==> src/rtl/rau_pkg.sv <==
`timescale 1ns / 1ps
// ---------------------------------------------------------------------------
// rau_pkg
// Shared widths, defaults and operation codes for the rational arithmetic unit.
// ---------------------------------------------------------------------------
package rau_pkg;

    localparam int OPERAND_WIDTH_DEF = 16;
    localparam int NUM_W             = 32;
    localparam int DEN_W             = 30;
    localparam int FUNC_W            = 4;

    localparam logic [FUNC_W-1:0] FN_ADD = 4'd0;
    localparam logic [FUNC_W-1:0] FN_SUB = 4'd1;
    localparam logic [FUNC_W-1:0] FN_MUL = 4'd2;
    localparam logic [FUNC_W-1:0] FN_DIV = 4'd3;
    localparam logic [FUNC_W-1:0] FN_INC = 4'd4;
    localparam logic [FUNC_W-1:0] FN_DEC = 4'd5;
    localparam logic [FUNC_W-1:0] FN_EQ  = 4'd6;
    localparam logic [FUNC_W-1:0] FN_NE  = 4'd7;
    localparam logic [FUNC_W-1:0] FN_LT  = 4'd8;
    localparam logic [FUNC_W-1:0] FN_LE  = 4'd9;
    localparam logic [FUNC_W-1:0] FN_GT  = 4'd10;
    localparam logic [FUNC_W-1:0] FN_GE  = 4'd11;

endpackage

==> src/rtl/rational_arith_unit.sv <==
`timescale 1ns / 1ps
// ---------------------------------------------------------------------------
// rational_arith_unit
// Arithmetic and comparison on two fractions with gcd reduction.
// ---------------------------------------------------------------------------
// Input channel i_valid/o_ready carries one beat: an operation code and two
// fractions (signed numerator, positive denominator; a zero denominator is
// taken as 1). Output channel o_valid/i_ready carries one beat per input:
// result numerator, result denominator and a comparison flag.
// One beat is worked on at a time; o_ready is high only while idle.
// Steps: the cross products and the numerator and denominator products
// go through the shared multiplier, then the raw result is formed, then
// for add/sub/mul/div a binary gcd loop runs, one step a cycle, and two
// restoring divisions by the gcd run one after the other through one
// shared divider. Increment, decrement and comparisons skip gcd and
// division and go from the raw result straight to the output register.
// The result is held in the output register until i_ready takes it; the
// block accepts no new beat meanwhile. Reset returns the sequencer to idle
// and drops any beat in flight.
// ---------------------------------------------------------------------------
module rational_arith_unit #(
    parameter int OPERAND_WIDTH = rau_pkg::OPERAND_WIDTH_DEF
) (
    input  logic                                  i_clk,
    input  logic                                  i_rst_n,
    input  logic                                  i_valid,
    output logic                                  o_ready,
    input  logic [rau_pkg::FUNC_W-1:0]            i_func,
    input  logic signed [OPERAND_WIDTH-1:0]       i_a_num,
    input  logic [OPERAND_WIDTH-2:0]              i_a_den,
    input  logic signed [OPERAND_WIDTH-1:0]       i_b_num,
    input  logic [OPERAND_WIDTH-2:0]              i_b_den,
    output logic                                  o_valid,
    input  logic                                  i_ready,
    output logic signed [rau_pkg::NUM_W-1:0]      o_res_num,
    output logic [rau_pkg::DEN_W-1:0]             o_res_den,
    output logic                                  o_flag
);

    localparam int W   = OPERAND_WIDTH;
    localparam int MW  = 2 * W;
    localparam int NW  = 2 * W + 1;
    localparam int XW  = (NW > rau_pkg::NUM_W) ? NW : rau_pkg::NUM_W;
    localparam int DXW = (MW > rau_pkg::DEN_W) ? MW : rau_pkg::DEN_W;
    localparam int KW  = $clog2(MW + 1);
    localparam int CW  = $clog2(MW + 1);

    typedef enum logic [5:0] {
        S_IDLE = 6'b000001,
        S_MUL  = 6'b000010,
        S_FORM = 6'b000100,
        S_GCD  = 6'b001000,
        S_DIV  = 6'b010000,
        S_OUT  = 6'b100000
    } t_state;

    t_state                      r_state, n_state;
    logic [rau_pkg::FUNC_W-1:0]  r_func;
    logic signed [W-1:0]         r_an, r_bn;
    logic [W-2:0]                r_ad, r_bd;
    logic [1:0]                  r_step, n_step;
    logic signed [MW-1:0]        r_lhs, n_lhs, r_rhs, n_rhs, r_nprod, n_nprod;
    logic [MW-1:0]               r_dprod, n_dprod;
    logic                        r_neg, n_neg;
    logic [MW-1:0]               r_x, n_x, r_y, n_y, r_mag, n_mag, r_den, n_den;
    logic [MW-1:0]               r_g, n_g, r_q, n_q, r_rem, n_rem, r_qn, n_qn;
    logic [KW-1:0]               r_k, n_k;
    logic [CW-1:0]               r_cnt, n_cnt;
    logic                        r_phase, n_phase;
    logic signed [rau_pkg::NUM_W-1:0] r_onum, n_onum;
    logic [rau_pkg::DEN_W-1:0]   r_oden, n_oden;
    logic                        r_flag, n_flag;

    logic signed [W:0]           w_ma, w_mb, w_bmag;
    logic signed [2*W+1:0]       w_prod;
    logic signed [NW-1:0]        w_n, w_fn;
    logic [MW-1:0]               w_d, w_nmag;
    logic signed [XW-1:0]        w_nx, w_fx;
    logic [DXW-1:0]              w_dx, w_qx;
    logic [MW:0]                 w_tr, w_sub;
    logic                        w_qbit;
    logic [MW-1:0]               w_qnew, w_rnew;

    assign o_ready   = (r_state == S_IDLE);
    assign o_valid   = (r_state == S_OUT);
    assign o_res_num = r_onum;
    assign o_res_den = r_oden;
    assign o_flag    = r_flag;

    assign w_bmag = r_bn[W-1] ? -{r_bn[W-1], r_bn} : {r_bn[W-1], r_bn};

    always_comb begin
        case (r_step)
            2'd0: begin
                w_ma = {r_an[W-1], r_an};
                w_mb = signed'({2'b00, r_bd});
            end
            2'd1: begin
                w_ma = {r_bn[W-1], r_bn};
                w_mb = signed'({2'b00, r_ad});
            end
            2'd2: begin
                w_ma = {r_an[W-1], r_an};
                w_mb = {r_bn[W-1], r_bn};
            end
            default: begin
                w_ma = signed'({2'b00, r_ad});
                w_mb = (r_func == rau_pkg::FN_DIV) ? w_bmag : signed'({2'b00, r_bd});
            end
        endcase
    end

    assign w_prod = w_ma * w_mb;

    assign w_sub  = w_tr - {1'b0, r_g};
    assign w_tr   = {r_rem, r_q[MW-1]};
    assign w_qbit = !w_sub[MW];
    assign w_rnew = w_qbit ? w_sub[MW-1:0] : w_tr[MW-1:0];
    assign w_qnew = {r_q[MW-2:0], w_qbit};
    assign w_fn   = r_neg ? -signed'({1'b0, r_qn}) : signed'({1'b0, r_qn});
    assign w_fx   = XW'(w_fn);
    assign w_qx   = DXW'(w_qnew);

    always_comb begin
        case (r_func)
            rau_pkg::FN_ADD: w_n = NW'(r_lhs) + NW'(r_rhs);
            rau_pkg::FN_SUB: w_n = NW'(r_lhs) - NW'(r_rhs);
            rau_pkg::FN_MUL: w_n = NW'(r_nprod);
            rau_pkg::FN_DIV: w_n = r_bn[W-1] ? -NW'(r_lhs) : NW'(r_lhs);
            rau_pkg::FN_INC: w_n = NW'(r_an) + NW'(signed'({1'b0, r_ad}));
            rau_pkg::FN_DEC: w_n = NW'(r_an) - NW'(signed'({1'b0, r_ad}));
            default:         w_n = '0;
        endcase
        w_d    = (r_dprod == '0) ? MW'(1) : r_dprod;
        w_nmag = w_n[NW-1] ? MW'(-w_n) : MW'(w_n);
        w_nx   = XW'(w_n);
        w_dx   = DXW'(r_ad);
    end

    always_comb begin
        n_state = r_state;
        n_step  = r_step;
        n_lhs   = r_lhs;
        n_rhs   = r_rhs;
        n_nprod = r_nprod;
        n_dprod = r_dprod;
        n_neg   = r_neg;
        n_x     = r_x;
        n_y     = r_y;
        n_mag   = r_mag;
        n_den   = r_den;
        n_g     = r_g;
        n_q     = r_q;
        n_rem   = r_rem;
        n_qn    = r_qn;
        n_k     = r_k;
        n_cnt   = r_cnt;
        n_phase = r_phase;
        n_onum  = r_onum;
        n_oden  = r_oden;
        n_flag  = r_flag;
        case (r_state)
            S_IDLE: begin
                n_step = 2'd0;
                if (i_valid) begin
                    n_state = S_MUL;
                end
            end
            S_MUL: begin
                case (r_step)
                    2'd0:    n_lhs   = w_prod[MW-1:0];
                    2'd1:    n_rhs   = w_prod[MW-1:0];
                    2'd2:    n_nprod = w_prod[MW-1:0];
                    default: n_dprod = w_prod[MW-1:0];
                endcase
                n_step = r_step + 2'd1;
                if (r_step == 2'd3) begin
                    n_state = S_FORM;
                end
            end
            S_FORM: begin
                n_flag = 1'b0;
                n_onum = '0;
                n_oden = rau_pkg::DEN_W'(1);
                n_state = S_OUT;
                case (r_func)
                    rau_pkg::FN_ADD, rau_pkg::FN_SUB, rau_pkg::FN_MUL, rau_pkg::FN_DIV: begin
                        n_neg   = w_n[NW-1];
                        n_x     = w_nmag;
                        n_mag   = w_nmag;
                        n_y     = w_d;
                        n_den   = w_d;
                        n_k     = '0;
                        n_state = S_GCD;
                    end
                    rau_pkg::FN_INC, rau_pkg::FN_DEC: begin
                        n_onum = w_nx[rau_pkg::NUM_W-1:0];
                        n_oden = w_dx[rau_pkg::DEN_W-1:0];
                    end
                    rau_pkg::FN_EQ: n_flag = (r_lhs == r_rhs);
                    rau_pkg::FN_NE: n_flag = (r_lhs != r_rhs);
                    rau_pkg::FN_LT: n_flag = (r_lhs <  r_rhs);
                    rau_pkg::FN_LE: n_flag = (r_lhs <= r_rhs);
                    rau_pkg::FN_GT: n_flag = (r_lhs >  r_rhs);
                    rau_pkg::FN_GE: n_flag = (r_lhs >= r_rhs);
                    default:        n_flag = 1'b0;
                endcase
            end
            S_GCD: begin
                if (r_x == '0) begin
                    n_g     = r_y << r_k;
                    n_q     = r_mag;
                    n_rem   = '0;
                    n_cnt   = '0;
                    n_phase = 1'b0;
                    n_state = S_DIV;
                end else if (!r_x[0] && !r_y[0]) begin
                    n_x = r_x >> 1;
                    n_y = r_y >> 1;
                    n_k = r_k + KW'(1);
                end else if (!r_x[0]) begin
                    n_x = r_x >> 1;
                end else if (!r_y[0]) begin
                    n_y = r_y >> 1;
                end else if (r_x >= r_y) begin
                    n_x = (r_x - r_y) >> 1;
                end else begin
                    n_y = (r_y - r_x) >> 1;
                end
            end
            S_DIV: begin
                n_q   = w_qnew;
                n_rem = w_rnew;
                n_cnt = r_cnt + CW'(1);
                if (r_cnt == CW'(MW - 1)) begin
                    if (!r_phase) begin
                        n_qn    = w_qnew;
                        n_q     = r_den;
                        n_rem   = '0;
                        n_cnt   = '0;
                        n_phase = 1'b1;
                    end else begin
                        n_onum  = w_fx[rau_pkg::NUM_W-1:0];
                        n_oden  = w_qx[rau_pkg::DEN_W-1:0];
                        n_state = S_OUT;
                    end
                end
            end
            S_OUT: begin
                if (i_ready) begin
                    n_state = S_IDLE;
                end
            end
            default: n_state = S_IDLE;
        endcase
    end

    always_ff @(posedge i_clk) begin
        if (!i_rst_n) begin
            r_state <= S_IDLE;
        end else begin
            r_state <= n_state;
        end
    end

    always_ff @(posedge i_clk) begin
        if (r_state == S_IDLE && i_valid) begin
            r_func <= i_func;
            r_an   <= i_a_num;
            r_bn   <= i_b_num;
            r_ad   <= (i_a_den == '0) ? (W-1)'(1) : i_a_den;
            r_bd   <= (i_b_den == '0) ? (W-1)'(1) : i_b_den;
        end
        r_step  <= n_step;
        r_lhs   <= n_lhs;
        r_rhs   <= n_rhs;
        r_nprod <= n_nprod;
        r_dprod <= n_dprod;
        r_neg   <= n_neg;
        r_x     <= n_x;
        r_y     <= n_y;
        r_mag   <= n_mag;
        r_den   <= n_den;
        r_g     <= n_g;
        r_q     <= n_q;
        r_rem   <= n_rem;
        r_qn    <= n_qn;
        r_k     <= n_k;
        r_cnt   <= n_cnt;
        r_phase <= n_phase;
        r_onum  <= n_onum;
        r_oden  <= n_oden;
        r_flag  <= n_flag;
    end

endmodule

==> config.mk <==
export PLATFORM = sky130hd
export DESIGN_NAME = rational_arith_unit
export DESIGN_NICKNAME = d
export VERILOG_FILES = /design/src/rtl/rau_pkg.sv /design/src/rtl/rational_arith_unit.sv
export SDC_FILE = /design/constraint.sdc
export NUM_CORES = 2
export LEC_CHECK = 0
export ABC_AREA = 1
export BUFFER_PORTS_ARGS = -buffer_cell sky130_fd_sc_hd__buf_4
export CAP_MARGIN = 25
export CORE_ASPECT_RATIO = 0.6
export CORE_MARGIN = 1.5
export CORE_UTILIZATION = 50
export DETAILED_ROUTE_END_ITERATION = 12
export PLACE_DENSITY = 0.67
export SYNTH_ARGS = -nofsm -noshare
export SYNTH_HDL_FRONTEND = slang
export SYNTH_SLANG_ARGS = --single-unit
==> constraint.sdc <==
create_clock -name i_clk -period 9.8 [get_ports i_clk]
set_input_delay 0.98 -clock i_clk [delete_from_list [all_inputs] [get_ports i_clk]]
set_output_delay 0.98 -clock i_clk [all_outputs]
set_load 0.03 [all_outputs]
==> After elaboration in Yosys (flattened, before gate mapping) <==
Index checks and enable logic that the tools add are counted.
{ "totals": {"ff_bits": 535, "out_inout_bits": 65, "elab_cells": 183} }
{ "classes": {"add_sub_neg": 14, "multipliers": 1, "magnitude_cmp": 5, "n_eq_ne": 36, "shift": 1, "n_mux": 61, "n_bitwise": 2, "n_reduce_logical": 35} }
{ "ops": {"columns": ["op", "n"], "rows": [
  ["$mux W32", 25],
  ["$pmux W32 S2", 5],
  ["$pmux W33 S6", 1],
  ["$mux W6", 13],
  ["$ge A32 B32 Y1", 2],
  ["$logic_not A32 Y1", 2],
  ["$neg A32 Y32", 2],
  ["$sub A32 B32 Y32", 2],
  ["$mux W30", 2],
  ["$pmux W30 S2", 1],
  ["$pmux W17 S3", 1],
  ["$pmux W6 S6", 1],
  ["$mux W17", 2],
  ["$pmux W17 S2", 1],
  ["$add A32 B32 Y33", 1],
  ["$mux W33", 1],
  ["$neg A32 Y33", 1],
  ["$sub A32 B32 Y33", 1],
  ["$sub A33 B32 Y33", 1],
  ["$eq A32 B32 Y1", 1],
  ["$gt A32 B32 Y1", 1],
  ["$le A32 B32 Y1", 1],
  ["$lt A32 B32 Y1", 1],
  ["$mul A17 B17 Y32", 1],
  ["other kinds (44)", 85]
]} }

==> Depth between registers and ports, before layout <==
{ "depth": {"depth_word": 7, "depth_mapped": 38, "depth_no_buf": 37} }

==> Worst setup path after synthesis <==
Ideal clock, no wire load.
{ "synth_timing": {"path_kind": "register -> register", "startpoint": "reg r_state[5]", "endpoint": "reg r_y[10] (enable)", "setup_time_ns": 0.467, "arrival_ns": 7.076, "path_slack_ns": 2.258, "path_stages_with_launch": 9, "path_buffers": 0, "synth_period_minus_slack_ns": 7.542, "cell_sequence": "dfxtp_1 > nor2_1 > inv_1 > nor4_1 > inv_1 > nor2_1 > o21ai_0 > a21oi_1 > a21boi_0"} }
{ "synth_via": {"elab_chain_cells": 3, "elab_cells_between_ends": 8, "classes_between": "eq/ne: 6; reduce/logical: 2"} }
{ "synth_rtl": {"columns": ["element", "line", "rtl"], "rows": [
  ["from (decl)", "rational_arith_unit.sv:57", "t_state r_state, n_state;"],
  ["from (signal assigned)", "rational_arith_unit.sv:262", "r_state <= n_state;"],
  ["$eq A6 B4 Y1 or $eq A6 B3 Y1 (tied branches)", "rational_arith_unit.sv:162", "case (r_state)"],
  ["$ne A4 B4 Y1 (no line), or another cell as far along", null, null],
  ["$reduce_and A5 Y1 (no line) *", null, null],
  ["to (signal assigned)", "rational_arith_unit.sv:281", "r_y <= n_y;"],
  ["to (decl)", "rational_arith_unit.sv:65", "logic [MW-1:0] r_x, n_x, r_y, n_y, r_mag, n_mag, r_den, n_den;"]
]} }
Every way passes the cells marked *; elsewhere a longest branch is shown, timed or not.
A chain may end at the register's enable or synchronous reset.

==> Worst setup path in the final report <==
{ "layout_timing": {"startpoint": "reg r_step[0]", "endpoint": "reg r_dprod[29] (data pin)"} }
{ "layout_via": {"elab_chain_cells": 4, "elab_cells_between_ends": 7, "classes_between": "mul: 1; eq/ne: 2; mux: 2; reduce/logical: 2"} }
{ "layout_rtl": {"columns": ["element", "line", "rtl"], "rows": [
  ["from (decl)", "rational_arith_unit.sv:61", "logic [1:0] r_step, n_step;"],
  ["from (signal assigned)", "rational_arith_unit.sv:274", "r_step <= n_step;"],
  ["$eq A2 B2 Y1 or $logic_not A2 Y1 (tied branches)", "rational_arith_unit.sv:93", "case (r_step)"],
  ["$reduce_or A2 Y1 (no line)", null, null],
  ["$pmux W17 S2", "rational_arith_unit.sv:93", null],
  ["$mul A17 B17 Y32 *", "rational_arith_unit.sv:113", "assign w_prod = w_ma * w_mb;"],
  ["via w_prod[29]", "rational_arith_unit.sv:75", "logic signed [2*W+1:0] w_prod;"],
  ["to (signal assigned)", "rational_arith_unit.sv:278", "r_dprod <= n_dprod;"],
  ["to (decl)", "rational_arith_unit.sv:63", "logic [MW-1:0] r_dprod, n_dprod;"]
]} }
Mark *: on every way through the listed nets, which the timed path passes. The rest lies on a longest branch.

==> impl_metrics.json <==
{
  "async_reset_ff_share_pct": 0,
  "hold_viol": 0,
  "first_pass_iters": 9,
  "cp-start-kind": "flip-flop",
  "max-cap-violations": 0,
  "hold-worst-slack_ns": 0.4489,
  "drv_slew": 0,
  "hold_path.startpoint": "r_q[26]",
  "grt_max_degree": 77,
  "gp_congestion": 1.097,
  "grt_pass1_wl_um": 279000,
  "fmaxAchievable_mhz": 112.6,
  "synth_edf_count": 529,
  "placed_cell_area_sq_um": 51050,
  "yosysUniqueCellTypes": 66,
  "ys_warn_count": 0,
  "cts_inserted_buffers": 53,
  "cts_setup_buffers": 0,
  "tightest_slew_ns": 1.203,
  "max_stage_delay_ns": 0.86,
  "cts_tree": "done",
  "antenna_found_initial": 4,
  "status": "completed",
  "hold_class": "reg -> reg",
  "ant_nets": 0,
  "path_class": "reg -> reg",
  "max-clock-path-buffers": 3,
  "final_area_sq_um": 52890,
  "cp.arrival_ns": 9.32,
  "holdBufCountCts": 0,
  "clock_latency_ns": 0.66,
  "totalWireLength_um": 194400,
  "synth_top_area_share_pct": 32.38,
  "gr-total-overflow": 0,
  "crit_top_cell": "fa_1",
  "io_pins": 135,
  "yosysTopAreaCell": "edfxtp_1",
  "detailed_place_hpwl_um": 160200,
  "finalSetupTns_ns": 0,
  "avgSynthCellArea_sq_um": 7.766,
  "clock_sinks": 535,
  "drt-vias-per-instance": 5.910,
  "slowest_stage": "clkinv_1",
  "worst_ep_required_time_ns": 10.24,
  "grtUsageTotal_pct": 38.36,
  "route.vias.total": 45260,
  "drt_iter0_drc": 7180,
  "drive_above_1_share_pct": 6.868,
  "avgRoutedWirePerCell_um": 25.39,
  "num_rows": 88,
  "die_h_um": 245.6,
  "area_growth_syn_to_layout_pct": 7.802,
  "yosys-top-cells-count": "nand2_1, inv_1, nor2_1, edfxtp_1, a21oi_1",
  "postSynthCellCount": 6317,
  "yosysSeqAreaShare_pct": 32.62,
  "h-tree-depth": 2,
  "fin_crit_sh_pct": 90.61,
  "portBuffers": 134,
  "cts.repair.resized": 0,
  "rsz0062_at_grt": "no",
  "syn_nets": 6955,
  "root_buffer": "clkbuf_16",
  "skew_ns": 0.03654,
  "synthFlopType": "edfxtp_1",
  "core_area_sq_um": 96670,
  "critical_path_buf_inv_count": 6,
  "synth.cell_area_sq_um": 49060,
  "synth_area_leaders": "edfxtp_1, fa_1, nand2_1",
  "final_nets": 6941,
  "drc_errors": 0,
  "relSlewSlack_pct": 18.98,
  "rr_startpoint": "r_step[0]",
  "ys_ff_latch": 535,
  "end_kind": "flip-flop",
  "synthMostInstantiatedCell": "nand2_1",
  "min_period_ns": 8.879,
  "fin_util_pct": 54.71,
  "critPathTopFamily": "adder cells",
  "finalSetupViolCount": 0,
  "initial_core_util_pct": 50.75,
  "clk_pin_slew_ns": 0.07,
  "worstPathMaxFanout": 27,
  "startpoint": "r_step[0]",
  "grt_pass1_vias": 40760,
  "die_w_um": 407.4,
  "die_area_sq_um": 100100
}
[area by class of cell]
type,count,area [sq um]
Sequential cell,535,16010
Antenna cell,4,10.01
Multi-Input combinational cell,4422,27870
Fill cell,9313,43790
Clock buffer,59,1349
Tap cell,1305,1633
Timing Repair Buffer,193,1464
Inverter,1098,4121
Clock inverter,41,435.4
[worst register-to-register path, stage by stage (launching register included)]
cell and delay [ns]:
edfxtp_1 0.42, ha_1 0.62, clkinv_1 0.87, a21oi_1 0.32
o21ai_0 0.11, and2_1 0.21, inv_1 0.52, nor2_1 0.15
fa_1 0.53, inv_1 0.05, fa_1 0.46, fa_1 0.51
fa_1 0.56, inv_1 0.06, fa_1 0.48, inv_1 0.07
fa_1 0.48, inv_1 0.04, ha_1 0.33, a21oi_1 0.19
o21ai_0 0.11, a21oi_1 0.24, o21bai_1 0.14, a21oi_1 0.31
o21ai_0 0.21, a21oi_1 0.27, o21ai_0 0.14, xor2_1 0.31
[layer usage]
layer	global-route usage (%)	vias up	wire, um
met4	6.486	10	3605
li1	-	20430	-
met2	43.84	3154	64340
met3	19.93	215	37150
met1	61.12	21450	89150
met5	0.9100	-	165
[placed cells by master, fill, tap and decap left out, types with 9 or more instances in the layout]
master,count
a211oi_1,20
a21o_1,11
a21oi_1,348
a221oi_1,11
a22oi_1,32
a31oi_1,16
and2_1,15
buf_4,189
clkbuf_16,53
clkinv_1,20
clkinv_2,9
edfxtp_1,529
fa_1,282
ha_1,286
inv_1,1058
inv_2,29
mux2i_1,15
nand2_1,1397
nand2_2,24
nand3_1,340
nand4_1,67
nor2_1,644
nor2_2,39
nor2_4,17
nor3_1,65
nor4_1,33
o211ai_1,43
o21ai_0,337
o21ai_1,31
o21bai_1,25
o22ai_1,56
o32ai_1,15
or2_2,10
xnor2_1,44
xor2_1,107
[stage by stage]
| step | setup slack (ns) | instances |
|---|---|---|
| floorplan | 2.258 | 6317 |
| global placement | 0.9556 | 7547 |
| detailed placement | 1.159 | 7550 |
| CTS | 1.141 | 7650 |
| global route | 0.4037 | 7655 |
| finish | 0.9207 | 7657 |
[sequential cells by signal, summed over array words and instances, names as in the netlist, 15 cells and up]
name,count
o_res_den,30
o_res_num,32
r_ad,15
r_an,16
r_bd,15
r_bn,16
r_den,32
r_dprod,32
r_g,32
r_lhs,32
r_mag,32
r_nprod,32
r_q,32
r_qn,32
r_rem,32
r_rhs,32
r_x,32
r_y,32
[logic make-up after synthesis]
group / count (synthesis) / synth area share [%]
AOI/OAI and AO/OA: 994 / 11.53
xor gates and xnor gates: 154 / 2.795
adders and majority gates: 568 / 18.80
buffers and inverters: 1360 / 10.75
DFF: 535 / 32.62
muxes: 15 / 0.3060
and+or+nand+nor: 2691 / 23.19
[worst paths after layout]
kind              slack, ns  cells after the start     endpoint
setup / recovery       0.92                     27  r_dprod[29]
hold / removal         0.45                      0     r_qn[27]
setup reg to reg       0.92                     27  r_dprod[29]
hold reg to reg        0.45                      0     r_qn[27]
Power is not shown: default switching activity piles up to over one toggle a cycle in this logic, so the estimate is an artifact.
